`src/rtl/hc_pkg.sv`:
```
// Shared types, constants and mod-26 helpers for the 2x2 Hill cipher block.
package hc_pkg;

    localparam logic [4:0]  Alpha      = 5'd26;
    localparam logic [10:0] AlphaSq    = 11'd676;
    localparam logic [4:0]  PadIndex   = 5'd23;
    localparam logic [6:0]  AsciiA     = 7'd65;
    localparam logic [22:0] Mod26Recip = 23'd2521;

    localparam logic [4:0] KeyReset00 = 5'd9;
    localparam logic [4:0] KeyReset01 = 5'd4;
    localparam logic [4:0] KeyReset10 = 5'd5;
    localparam logic [4:0] KeyReset11 = 5'd7;

    localparam int unsigned CfgIdxW  = 3;
    localparam int unsigned CfgDataW = 5;

    localparam logic [CfgIdxW-1:0] CfgKey00   = 3'd0;
    localparam logic [CfgIdxW-1:0] CfgKey01   = 3'd1;
    localparam logic [CfgIdxW-1:0] CfgKey10   = 3'd2;
    localparam logic [CfgIdxW-1:0] CfgKey11   = 3'd3;
    localparam logic [CfgIdxW-1:0] CfgDecrypt = 3'd4;

    localparam logic [2:0] SettleCycles = 3'd5;

    typedef struct packed {
        logic [4:0] p0;
        logic [4:0] p1;
        logic       last;
    } t_pair;

    typedef struct packed {
        logic [4:0] m00;
        logic [4:0] m01;
        logic [4:0] m10;
        logic [4:0] m11;
        logic       bad;
    } t_mat;

    typedef struct packed {
        logic [4:0] r0;
        logic [4:0] r1;
        logic       last;
        logic       bad;
    } t_res;

    // x mod 26 for x < 2048, reciprocal multiply then one correction-free subtract
    function automatic logic [4:0] mod26(input logic [10:0] x);
        logic [22:0] prod;
        logic [6:0]  q;
        logic [10:0] r;
        prod = 23'(x) * Mod26Recip;
        q    = prod[22:16];
        r    = x - (11'(q) * 11'd26);
        return r[4:0];
    endfunction

    function automatic logic [4:0] red26(input logic [4:0] k);
        return (k >= Alpha) ? (k - Alpha) : k;
    endfunction

    // multiplicative inverse mod 26, zero when none exists
    function automatic logic [4:0] inv26(input logic [4:0] v);
        logic [4:0] r;
        case (v)
            5'd1:    r = 5'd1;
            5'd3:    r = 5'd9;
            5'd5:    r = 5'd21;
            5'd7:    r = 5'd15;
            5'd9:    r = 5'd3;
            5'd11:   r = 5'd19;
            5'd15:   r = 5'd7;
            5'd17:   r = 5'd23;
            5'd19:   r = 5'd11;
            5'd21:   r = 5'd5;
            5'd23:   r = 5'd17;
            5'd25:   r = 5'd25;
            default: r = 5'd0;
        endcase
        return r;
    endfunction

endpackage

```
`src/rtl/hill_cipher_2x2_mod26_top.sv`:
```
// Top level of the streaming 2x2 Hill cipher over the 26-letter alphabet.
//
// Input channel: i_valid / o_stall carry one text byte and an end flag per
// transaction. Non-letters are dropped, lowercase folds to uppercase, letters
// are paired; a pair yields two output letters, an odd letter at the end flag
// is padded with X.
// Output channel: o_valid / i_stall carry one letter per transaction, with
// o_last_letter on the final letter of a text and o_key_bad when decrypting
// with a non-invertible key (letter then reads A).
// Configuration: i_cfg_valid / o_cfg_ready write key entries (index 0..3) and
// the decrypt flag (index 4); o_cfg_ready is always high. Write only while idle.
// The first letter of a pair passes the pair, product-sum, reduction and
// output registers; the second follows it. Throughput: one byte per cycle
// while o_stall is low, bounded by the output, which sends a pair's letters
// in turn. After reset and after every configuration write the input stalls
// while the key pipeline derives the (inverse) matrix.
// A stalled output holds its letter; the pipeline fills behind it, then
// o_stall rises until the receiver takes letters again.
module hill_cipher_2x2_mod26_top (
    input  logic                          i_clk,
    input  logic                          i_rst_n,
    input  logic                          i_valid,
    output logic                          o_stall,
    input  logic [7:0]                    i_text_byte,
    input  logic                          i_end_of_text,
    output logic                          o_valid,
    input  logic                          i_stall,
    output logic [6:0]                    o_letter_out,
    output logic                          o_last_letter,
    output logic                          o_key_bad,
    input  logic                          i_cfg_valid,
    output logic                          o_cfg_ready,
    input  logic [hc_pkg::CfgIdxW-1:0]    i_cfg_index,
    input  logic [hc_pkg::CfgDataW-1:0]   i_cfg_data
);

    logic          busy;
    logic          mix_ready;
    logic          pair_valid;
    hc_pkg::t_pair pair;
    hc_pkg::t_mat  mat;
    logic          res_valid;
    hc_pkg::t_res  res;
    logic          ser_ready;

    hc_keymat u_keymat (
        .i_clk       (i_clk),
        .i_rst_n     (i_rst_n),
        .i_cfg_valid (i_cfg_valid),
        .i_cfg_index (i_cfg_index),
        .i_cfg_data  (i_cfg_data),
        .o_cfg_ready (o_cfg_ready),
        .o_busy      (busy),
        .o_mat       (mat)
    );

    hc_clean u_clean (
        .i_clk         (i_clk),
        .i_rst_n       (i_rst_n),
        .i_valid       (i_valid),
        .i_text_byte   (i_text_byte),
        .i_end_of_text (i_end_of_text),
        .i_busy        (busy),
        .i_mix_ready   (mix_ready),
        .o_stall       (o_stall),
        .o_pair_valid  (pair_valid),
        .o_pair        (pair)
    );

    hc_mix u_mix (
        .i_clk        (i_clk),
        .i_rst_n      (i_rst_n),
        .i_pair_valid (pair_valid),
        .i_pair       (pair),
        .i_mat        (mat),
        .i_ser_ready  (ser_ready),
        .o_ready      (mix_ready),
        .o_res_valid  (res_valid),
        .o_res        (res)
    );

    hc_ser u_ser (
        .i_clk         (i_clk),
        .i_rst_n       (i_rst_n),
        .i_res_valid   (res_valid),
        .i_res         (res),
        .i_stall       (i_stall),
        .o_ready       (ser_ready),
        .o_valid       (o_valid),
        .o_letter_out  (o_letter_out),
        .o_last_letter (o_last_letter),
        .o_key_bad     (o_key_bad)
    );

endmodule

```
`src/rtl/hc_clean.sv`:
```
// Text cleaning and letter pairing, with the registered pair stage.
module hc_clean (
    input  logic              i_clk,
    input  logic              i_rst_n,
    input  logic              i_valid,
    input  logic [7:0]        i_text_byte,
    input  logic              i_end_of_text,
    input  logic              i_busy,
    input  logic              i_mix_ready,
    output logic              o_stall,
    output logic              o_pair_valid,
    output hc_pkg::t_pair     o_pair
);

    logic          r_held;
    logic [4:0]    r_held_letter;
    logic [4:0]    n_held_letter;
    logic          r_wait;
    logic          n_wait;
    logic          r_pv;
    hc_pkg::t_pair r_pair;

    logic          ready;
    logic          accept;
    logic          is_letter;
    logic [4:0]    idx;
    logic          emit;
    hc_pkg::t_pair pair;

    assign ready   = !r_pv || i_mix_ready;
    assign o_stall = !ready || i_busy;
    assign accept  = i_valid && !o_stall;

    always_comb begin
        is_letter = i_text_byte inside {[8'd65:8'd90], [8'd97:8'd122]};
        idx       = i_text_byte[4:0] - 5'd1;
        n_wait        = r_wait;
        n_held_letter = r_held_letter;
        emit          = 1'b0;
        pair          = '0;
        if (is_letter && n_wait) begin
            emit      = 1'b1;
            pair.p0   = n_held_letter;
            pair.p1   = idx;
            pair.last = i_end_of_text;
            n_wait    = 1'b0;
        end else if (is_letter) begin
            n_held_letter = idx;
            n_wait        = 1'b1;
        end
        if (i_end_of_text && n_wait) begin
            emit      = 1'b1;
            pair.p0   = n_held_letter;
            pair.p1   = hc_pkg::PadIndex;
            pair.last = 1'b1;
            n_wait    = 1'b0;
        end
    end

    always_ff @(posedge i_clk) begin
        if (!i_rst_n) begin
            r_wait        <= 1'b0;
            r_held_letter <= '0;
            r_pv          <= 1'b0;
        end else begin
            if (accept) begin
                r_wait        <= n_wait;
                r_held_letter <= n_held_letter;
            end
            if (accept && emit) begin
                r_pv <= 1'b1;
            end else if (i_mix_ready) begin
                r_pv <= 1'b0;
            end
        end
    end

    always_ff @(posedge i_clk) begin
        if (accept && emit) begin
            r_pair <= pair;
        end
    end

    assign r_held       = r_wait;
    assign o_pair_valid = r_pv;
    assign o_pair       = r_pair;

    // a pair not yet taken downstream stays put
    a_pair_hold: assert property (@(posedge i_clk) disable iff (!i_rst_n)
        (r_pv && !i_mix_ready) |=> (r_pv && $stable(r_pair)))
        else $error("pair stage changed while stalled");

    // an accepted end of text always clears the held letter
    a_pad_clears: assert property (@(posedge i_clk) disable iff (!i_rst_n)
        (accept && i_end_of_text) |=> !r_held)
        else $error("letter still held after end of text");

endmodule

```
`src/rtl/hc_keymat.sv`:
```
// Key registers, configuration port and the pipelined key matrix / inverse derivation.
module hc_keymat (
    input  logic                          i_clk,
    input  logic                          i_rst_n,
    input  logic                          i_cfg_valid,
    input  logic [hc_pkg::CfgIdxW-1:0]    i_cfg_index,
    input  logic [hc_pkg::CfgDataW-1:0]   i_cfg_data,
    output logic                          o_cfg_ready,
    output logic                          o_busy,
    output hc_pkg::t_mat                  o_mat
);

    logic [4:0]   r_k00;
    logic [4:0]   r_k01;
    logic [4:0]   r_k10;
    logic [4:0]   r_k11;
    logic         r_dec;
    logic [2:0]   r_settle;

    logic [4:0]   r_a;
    logic [4:0]   r_b;
    logic [4:0]   r_c;
    logic [4:0]   r_d;
    logic [10:0]  r_det_raw;
    logic [4:0]   r_det;
    logic [4:0]   r_di;
    logic [9:0]   r_p00;
    logic [9:0]   r_p01;
    logic [9:0]   r_p10;
    logic [9:0]   r_p11;
    hc_pkg::t_mat r_mat;

    logic [9:0]   ad;
    logic [9:0]   bc;
    logic [4:0]   di;
    logic [4:0]   nb;
    logic [4:0]   nc;
    hc_pkg::t_mat n_mat;

    assign o_cfg_ready = 1'b1;
    assign o_busy      = (r_settle != 3'd0);
    assign o_mat       = r_mat;

    always_ff @(posedge i_clk) begin
        if (!i_rst_n) begin
            r_k00    <= hc_pkg::KeyReset00;
            r_k01    <= hc_pkg::KeyReset01;
            r_k10    <= hc_pkg::KeyReset10;
            r_k11    <= hc_pkg::KeyReset11;
            r_dec    <= 1'b0;
            r_settle <= hc_pkg::SettleCycles;
        end else if (i_cfg_valid) begin
            r_settle <= hc_pkg::SettleCycles;
            case (i_cfg_index)
                hc_pkg::CfgKey00:   r_k00 <= i_cfg_data;
                hc_pkg::CfgKey01:   r_k01 <= i_cfg_data;
                hc_pkg::CfgKey10:   r_k10 <= i_cfg_data;
                hc_pkg::CfgKey11:   r_k11 <= i_cfg_data;
                hc_pkg::CfgDecrypt: r_dec <= i_cfg_data[0];
                default: ;
            endcase
        end else if (r_settle != 3'd0) begin
            r_settle <= r_settle - 3'd1;
        end
    end

    always_comb begin
        ad = 10'(r_a) * 10'(r_d);
        bc = 10'(r_b) * 10'(r_c);
        di = hc_pkg::inv26(r_det);
        nb = (r_b == 5'd0) ? 5'd0 : (hc_pkg::Alpha - r_b);
        nc = (r_c == 5'd0) ? 5'd0 : (hc_pkg::Alpha - r_c);
        if (r_dec) begin
            n_mat.m00 = hc_pkg::mod26({1'b0, r_p00});
            n_mat.m01 = hc_pkg::mod26({1'b0, r_p01});
            n_mat.m10 = hc_pkg::mod26({1'b0, r_p10});
            n_mat.m11 = hc_pkg::mod26({1'b0, r_p11});
            n_mat.bad = (r_di == 5'd0);
        end else begin
            n_mat.m00 = r_a;
            n_mat.m01 = r_b;
            n_mat.m10 = r_c;
            n_mat.m11 = r_d;
            n_mat.bad = 1'b0;
        end
    end

    always_ff @(posedge i_clk) begin
        r_a       <= hc_pkg::red26(r_k00);
        r_b       <= hc_pkg::red26(r_k01);
        r_c       <= hc_pkg::red26(r_k10);
        r_d       <= hc_pkg::red26(r_k11);
        r_det_raw <= {1'b0, ad} + hc_pkg::AlphaSq - {1'b0, bc};
        r_det     <= hc_pkg::mod26(r_det_raw);
        r_di      <= di;
        r_p00     <= 10'(di) * 10'(r_d);
        r_p01     <= 10'(di) * 10'(nb);
        r_p10     <= 10'(di) * 10'(nc);
        r_p11     <= 10'(di) * 10'(r_a);
        r_mat     <= n_mat;
    end

    // a configuration write always restarts the settling window
    a_settle_load: assert property (@(posedge i_clk) disable iff (!i_rst_n)
        i_cfg_valid |=> (r_settle == hc_pkg::SettleCycles))
        else $error("settle counter not reloaded on write");

endmodule

```
`src/rtl/hc_mix.sv`:
```
// Matrix times pair: product-sum stage, then mod-26 reduction stage.
module hc_mix (
    input  logic          i_clk,
    input  logic          i_rst_n,
    input  logic          i_pair_valid,
    input  hc_pkg::t_pair i_pair,
    input  hc_pkg::t_mat  i_mat,
    input  logic          i_ser_ready,
    output logic          o_ready,
    output logic          o_res_valid,
    output hc_pkg::t_res  o_res
);

    logic         r_va;
    logic [10:0]  r_sum0;
    logic [10:0]  r_sum1;
    logic         r_last_a;
    logic         r_bad_a;
    logic         r_vb;
    hc_pkg::t_res r_res;

    logic         rdy_a;
    logic         rdy_b;
    logic [9:0]   pr00;
    logic [9:0]   pr01;
    logic [9:0]   pr10;
    logic [9:0]   pr11;
    hc_pkg::t_res n_res;

    assign rdy_b       = !r_vb || i_ser_ready;
    assign rdy_a       = !r_va || rdy_b;
    assign o_ready     = rdy_a;
    assign o_res_valid = r_vb;
    assign o_res       = r_res;

    always_comb begin
        pr00 = 10'(i_mat.m00) * 10'(i_pair.p0);
        pr01 = 10'(i_mat.m01) * 10'(i_pair.p1);
        pr10 = 10'(i_mat.m10) * 10'(i_pair.p0);
        pr11 = 10'(i_mat.m11) * 10'(i_pair.p1);
        n_res.r0   = r_bad_a ? 5'd0 : hc_pkg::mod26(r_sum0);
        n_res.r1   = r_bad_a ? 5'd0 : hc_pkg::mod26(r_sum1);
        n_res.last = r_last_a;
        n_res.bad  = r_bad_a;
    end

    always_ff @(posedge i_clk) begin
        if (!i_rst_n) begin
            r_va <= 1'b0;
            r_vb <= 1'b0;
        end else begin
            if (rdy_a) begin
                r_va <= i_pair_valid;
            end
            if (rdy_b) begin
                r_vb <= r_va;
            end
        end
    end

    always_ff @(posedge i_clk) begin
        if (rdy_a && i_pair_valid) begin
            r_sum0   <= {1'b0, pr00} + {1'b0, pr01};
            r_sum1   <= {1'b0, pr10} + {1'b0, pr11};
            r_last_a <= i_pair.last;
            r_bad_a  <= i_mat.bad;
        end
        if (rdy_b && r_va) begin
            r_res <= n_res;
        end
    end

    // a bad key always reduces to the letter A
    a_bad_is_a: assert property (@(posedge i_clk) disable iff (!i_rst_n)
        (r_vb && r_res.bad) |-> (r_res.r0 == 5'd0 && r_res.r1 == 5'd0))
        else $error("bad key result not A");

endmodule

```
`src/rtl/hc_ser.sv`:
```
// Output register: holds one result pair and sends its two letters in order.
module hc_ser (
    input  logic          i_clk,
    input  logic          i_rst_n,
    input  logic          i_res_valid,
    input  hc_pkg::t_res  i_res,
    input  logic          i_stall,
    output logic          o_ready,
    output logic          o_valid,
    output logic [6:0]    o_letter_out,
    output logic          o_last_letter,
    output logic          o_key_bad
);

    logic         r_full;
    logic         r_sel;
    hc_pkg::t_res r_res;

    logic         take;
    logic         load;

    assign take          = r_full && !i_stall;
    assign o_ready       = !r_full || (take && r_sel);
    assign load          = o_ready && i_res_valid;
    assign o_valid       = r_full;
    assign o_letter_out  = hc_pkg::AsciiA + {2'b00, (r_sel ? r_res.r1 : r_res.r0)};
    assign o_last_letter = r_sel && r_res.last;
    assign o_key_bad     = r_res.bad;

    always_ff @(posedge i_clk) begin
        if (!i_rst_n) begin
            r_full <= 1'b0;
            r_sel  <= 1'b0;
        end else if (load) begin
            r_full <= 1'b1;
            r_sel  <= 1'b0;
        end else if (take && !r_sel) begin
            r_sel <= 1'b1;
        end else if (take) begin
            r_full <= 1'b0;
            r_sel  <= 1'b0;
        end
    end

    always_ff @(posedge i_clk) begin
        if (load) begin
            r_res <= i_res;
        end
    end

    // the second letter of a pair always follows the first
    a_second_follows: assert property (@(posedge i_clk) disable iff (!i_rst_n)
        (take && !r_sel) |=> (r_full && r_sel))
        else $error("second letter of pair lost");

endmodule
```
`config.mk`:
```
export PLATFORM = sky130hd
export DESIGN_NAME = hill_cipher_2x2_mod26_top
export DESIGN_NICKNAME = d
export VERILOG_FILES = /design/src/rtl/hc_pkg.sv /design/src/rtl/hill_cipher_2x2_mod26_top.sv /design/src/rtl/hc_clean.sv /design/src/rtl/hc_keymat.sv /design/src/rtl/hc_mix.sv /design/src/rtl/hc_ser.sv
export SDC_FILE = /design/constraint.sdc
export NUM_CORES = 2
export LEC_CHECK = 0
export BUFFER_PORTS_ARGS = -buffer_cell sky130_fd_sc_hd__buf_2
export CORE_MARGIN = 1
export CORE_UTILIZATION = 55
export DETAILED_ROUTE_END_ITERATION = 8
export GPL_ROUTABILITY_DRIVEN = 0
export GPL_TIMING_DRIVEN = 0
export PLACE_DENSITY = 0.82
export SYNTH_ARGS = -nofsm -noshare
export SYNTH_HDL_FRONTEND = slang
export SYNTH_SLANG_ARGS = --single-unit
```
`constraint.sdc`:
```
create_clock -name i_clk -period 6.54 [get_ports i_clk]
set_input_delay 0.654 -clock i_clk [delete_from_list [all_inputs] [get_ports i_clk]]
set_output_delay 0.654 -clock i_clk [all_outputs]
set_load 0.02 [all_outputs]
```
==> parameters.txt <==
Parameter                              Value

Synth
  Register area share after synthesis ... 16.0%
  Share of cell area taken by muxes after synthesis ... 1.25%
  Post-synthesis cell area ... 0.0283 mm^2
  Synthesized area per cell ... 9.93 um^2
  Count of unique library cells instantiated by Yosys ... 67
  Synthesized flop and latch total ... 196
  Count of mapped cells out of synthesis ... 2848
  Fraction of synthesized cell area in xor and xnor cells ... 4.60%
  Main combinational cell family by area after synthesis ... adder cells
  Number of warnings reported in the yosys synthesis log ... 0
  Post-synth EDFFs ... 59
  Proportion of synthesized flip-flops having asynchronous set or reset ... 0%
  Compound-gate portion of the synthesized area ... 6.79%
  Commonest register cell after synthesis ... sky130_fd_sc_hd__dfxtp_1
  Simple-gate share of the synthesized area ... 8.10%
  Post-synthesis share of cell area spent on full adders, half adders and majority gates ... 53.7%

CTS
  Clock slew at reported path FFs ... 0.07 ns
  H-Tree Depth ... 4
  Maximum buffer depth of the clock tree ... 2
  Total clock sinks ... 196
  Num CTS Buffers ... 17
  TritonCTS clock tree ... done
  Buffer type at the clock tree root ... sky130_fd_sc_hd__clkbuf_16
  Clock network latency to the later pin of the worst-skew pair ... 0.47 ns

Floorplan
  Die extent in x ... 229 um
  Number of top-level pins ... 34
  Die area ... 0.0523 mm^2
  DIE HEIGHT ... 229 um
  Core Footprint ... 0.0505 mm^2
  Initial standard-cell utilization of the core ... 56.0%
  Number of cell rows ... 82

Worst setup path
  Kind of end point of the critical path ... register
  Crit Reg-Reg Startpoint ... u_keymat.r_det_raw[7]
  Data arrival, critical path ... 6.72 ns
  Endpoint of the worst-slack reg-to-reg timing path ... u_keymat.di[0]
  Critical Path Fanout Max ... 3
  Worst Path Class, Setup ... register to register
  Startpoint type of the worst setup path ... register
  Minimum setup slack among reg-to-reg paths ... 0.17 ns
  Required arrival time at the worst endpoint ... 6.89 ns
  Worst r2r path cells ... 27

Timing
  Sum of negative setup slack ... 0 ns
  Final hold vios ... 0
  Worst setup slack after layout ... 0.170 ns
  Max-Slew Margin vs Limit ... 40.4%
  Peak clock frequency supported by timing ... 157 MHz
  Post-layout min period ... 6.37 ns
  Total count of max-transition violations in the final report ... 0
  Min Hold Slack ... 0.366 ns
  Worst Tran Pin Value ... 0.892 ns
  Maximum clock skew at final layout ... 0.00936 ns
  Setup repair after global routing missed its margin ... true
  Final setup fails ... 0
  Part of the cycle the worst path needs ... 97.4%

Placed design
  Worst setup slack after placement ... -0.409 ns
  Number of I/O port buffers ... 31
  HPWL after DPL ... 45600 um

Worst hold path
  Min-delay worst type ... register to register
  Hold path cells ... 0
  Startpoint of the most critical hold path ... u_keymat.r_k01[0]
  Worst min-delay path endpoint ... u_keymat.r_b[0]

Flow run
  Number of violations of the max-capacitance limit ... 0

Layout
  Final design utilization ... 60.3%
  Count of nets after finishing ... 3945
  Layout-stage area growth over the synthesis result ... 7.69%
  Number of antenna repair diodes ... 0
  Sequential cell area ... 0.00456 mm^2
  Fill cell count ... 4050
  Area used by multi-input combinational logic ... 0.0213 mm^2
  Ratio of cells with drive above 1 in the final layout ... 5.98%

Routing
  Remaining DRCs ... 0
  Routed wire per std cell ... 15.3 um
  Drt total wl ... 55300 um
  TritonRoute pass-1 iters ... 5
  DRC violation total after the first TritonRoute iteration ... 834
  Vias per Instance ... 5.26
  Count of antenna-violating nets left after detailed routing ... 0
  Vias after detailed routing ... 19000

GRT
  First-pass GRT wire length ... 94400 um
  Maximum number of pins on one net before global-route repair ... 19
  Total gr overflow ... 0
  Overall fraction of global-route tracks in use ... 22.2%
  Number of global-route vias before repair ... 20600
  Initial antenna violation count ... 1

Run status
  Status ... complete, no violations
-- layer usage --
metal	GRT usage [%]	wire (um)	share of wire (%)
met2	40.8	29200	53
met4	7.55	1380	2.5
met5	0	17	0.031
met3	3.34	1780	3.2
met1	26.1	22900	41
-- synth_stat cells, types with 3 or more instances --
master | count | area, um^2
sky130_fd_sc_hd__fa_1 | 371 | 7430
sky130_fd_sc_hd__a21o_1 | 33 | 248
sky130_fd_sc_hd__o21a_1 | 8 | 60.1
sky130_fd_sc_hd__mux2i_1 | 24 | 240
sky130_fd_sc_hd__o31ai_1 | 11 | 82.6
sky130_fd_sc_hd__o21ai_0 | 35 | 175
sky130_fd_sc_hd__o21bai_1 | 26 | 195
sky130_fd_sc_hd__o211ai_1 | 8 | 60.1
sky130_fd_sc_hd__a31oi_1 | 5 | 31.3
sky130_fd_sc_hd__nor3_1 | 13 | 65.1
sky130_fd_sc_hd__xor2_1 | 27 | 236
sky130_fd_sc_hd__nand3b_1 | 3 | 22.5
sky130_fd_sc_hd__a211oi_1 | 8 | 60.1
sky130_fd_sc_hd__nand2_1 | 146 | 548
sky130_fd_sc_hd__dfxtp_1 | 137 | 2740
sky130_fd_sc_hd__or2_2 | 4 | 25.0
sky130_fd_sc_hd__mux2_2 | 10 | 113
sky130_fd_sc_hd__and3_1 | 6 | 37.5
sky130_fd_sc_hd__a41o_1 | 6 | 60.1
sky130_fd_sc_hd__a211o_1 | 4 | 35.0
sky130_fd_sc_hd__edfxtp_1 | 59 | 1770
sky130_fd_sc_hd__buf_1 | 3 | 11.3
sky130_fd_sc_hd__and2_1 | 142 | 888
sky130_fd_sc_hd__ha_1 | 619 | 7740
sky130_fd_sc_hd__xnor2_1 | 119 | 1040
sky130_fd_sc_hd__inv_1 | 675 | 2530
sky130_fd_sc_hd__o22ai_1 | 8 | 50.1
sky130_fd_sc_hd__nand3_1 | 15 | 75.1
sky130_fd_sc_hd__nor2_1 | 92 | 345
sky130_fd_sc_hd__nor2b_1 | 11 | 68.8
sky130_fd_sc_hd__nor3b_1 | 7 | 52.6
sky130_fd_sc_hd__a21boi_0 | 5 | 37.5
sky130_fd_sc_hd__clkbuf_1 | 42 | 158
sky130_fd_sc_hd__a21oi_1 | 118 | 591
sky130_fd_sc_hd__nand4_1 | 5 | 31.3
-- sequential cells by signal, summed over array words and instances, names as in the netlist, 5 cells and up --
| register | count |
|---|---|
| u_keymat.r_k11 | 5 |
| u_keymat.r_p00 | 10 |
| u_keymat.o_mat | 21 |
| u_keymat.r_di | 5 |
| u_clean.o_pair | 11 |
| u_mix.r_sum0 | 11 |
| u_keymat.r_a | 5 |
| u_keymat.r_c | 5 |
| u_keymat.r_d | 5 |
| u_keymat.r_k00 | 5 |
| u_mix.r_sum1 | 11 |
| u_keymat.r_p01 | 10 |
| u_mix.o_res | 12 |
| u_keymat.r_p10 | 10 |
| u_keymat.r_k01 | 5 |
| u_keymat.r_k10 | 5 |
| u_keymat.r_b | 5 |
| u_clean.r_held_letter | 5 |
| u_keymat.di | 5 |
| u_keymat.r_det_raw | 11 |
| u_keymat.r_p11 | 10 |
| u_ser.r_res | 11 |
-- kinds of logic after synthesis --
logic type / after synthesis
adders and majority gates: 990
buffers and inverters: 722
and+or+nand+nor: 459
AOI/OAI and AO/OA: 299
DFF: 196
xor gates and xnor gates: 147
muxes: 34
other: 1
-- how the worst max path moves through the flow --
stage / from / endpoint / slack [ns]
5_1_grt: u_keymat.r_det_raw[7] / u_keymat.di[2] / -0.14
4_1_cts: u_keymat.r_p10[6] / u_keymat.o_mat[10] / 0.02
6_report: u_keymat.r_det_raw[7] / u_keymat.di[0] / 0.17
3_3_place_gp: u_keymat.r_det_raw[4] / u_keymat.di[0] / -0.35
2_1_floorplan: u_keymat.r_det_raw[2] / u_keymat.di[0] / 0.1
3_5_place_dp: u_keymat.r_det_raw[4] / u_keymat.di[0] / -0.41
-- through the flow --
stage / area [um^2] / std cells
CTS: 30100 / 3594
global placement: 29300 / 3552
finish: 30400 / 3617
global route: 30400 / 3617
detailed placement: 29300 / 3554
floorplan: 28300 / 2849
-- worst max-delay path, cell delays in order, from the launching register on --
cell                      delay, ns
sky130_fd_sc_hd__dfxtp_4       0.36
sky130_fd_sc_hd__inv_1         0.08
sky130_fd_sc_hd__fa_1          0.53
sky130_fd_sc_hd__fa_1          0.50
sky130_fd_sc_hd__inv_1         0.06
sky130_fd_sc_hd__fa_1          0.52
sky130_fd_sc_hd__inv_2         0.05
sky130_fd_sc_hd__fa_1          0.48
sky130_fd_sc_hd__fa_1          0.54
sky130_fd_sc_hd__inv_1         0.04
sky130_fd_sc_hd__ha_1          0.29
sky130_fd_sc_hd__nand2_2       0.09
sky130_fd_sc_hd__o21ai_1       0.06
sky130_fd_sc_hd__a21o_1        0.18
sky130_fd_sc_hd__o211a_4       0.25
sky130_fd_sc_hd__nor3_4        0.14
sky130_fd_sc_hd__inv_1         0.08
sky130_fd_sc_hd__a21oi_2       0.15
sky130_fd_sc_hd__xnor2_1       0.14
sky130_fd_sc_hd__ha_2          0.19
sky130_fd_sc_hd__xor2_1        0.17
sky130_fd_sc_hd__xnor2_1       0.11
sky130_fd_sc_hd__xnor2_1       0.25
sky130_fd_sc_hd__xnor2_2       0.13
sky130_fd_sc_hd__xnor2_2       0.16
sky130_fd_sc_hd__o31a_1        0.16
sky130_fd_sc_hd__or2_4         0.27
sky130_fd_sc_hd__o311a_1       0.29
-- repair_timing --
action,in CTS,in global routing
resized for setup,24,55
pin swaps,17,37
endpoints found under the setup margin,6,11
hold buffers,0,0
buffers inserted,9,23
-- cell usage in the layout (no fill, tap or decap), drive strengths merged, types with 7 or more instances in the layout --
cell    instances
inv           680
ha            619
fa            371
nand2         146
and2          142
dfxtp         137
xnor2         119
a21oi         118
nor2           92
buf            70
clkbuf         60
edfxtp         59
o21ai          35
a21o           33
xor2           27
o21bai         26
mux2i          24
nand3          15
nor3           14
nor2b          11
o31ai          11
mux2           10
a211oi         10
o211ai          8
o21a            8
o22ai           8
nor3b           7
-- area by class of cell --
type	instances	share of cell area, %
Multi-Input combinational cell	1931	69.8
Clock buffer	18	1.41
Inverter	675	8.32
Timing Repair Buffer	65	1.38
Clock inverter	13	0.703
Buffer	47	0.604
Sequential cell	196	15.0
Tap cell	672	2.76
Power is not shown: default switching activity piles up to over one toggle a cycle in this logic, so the estimate is an artifact.
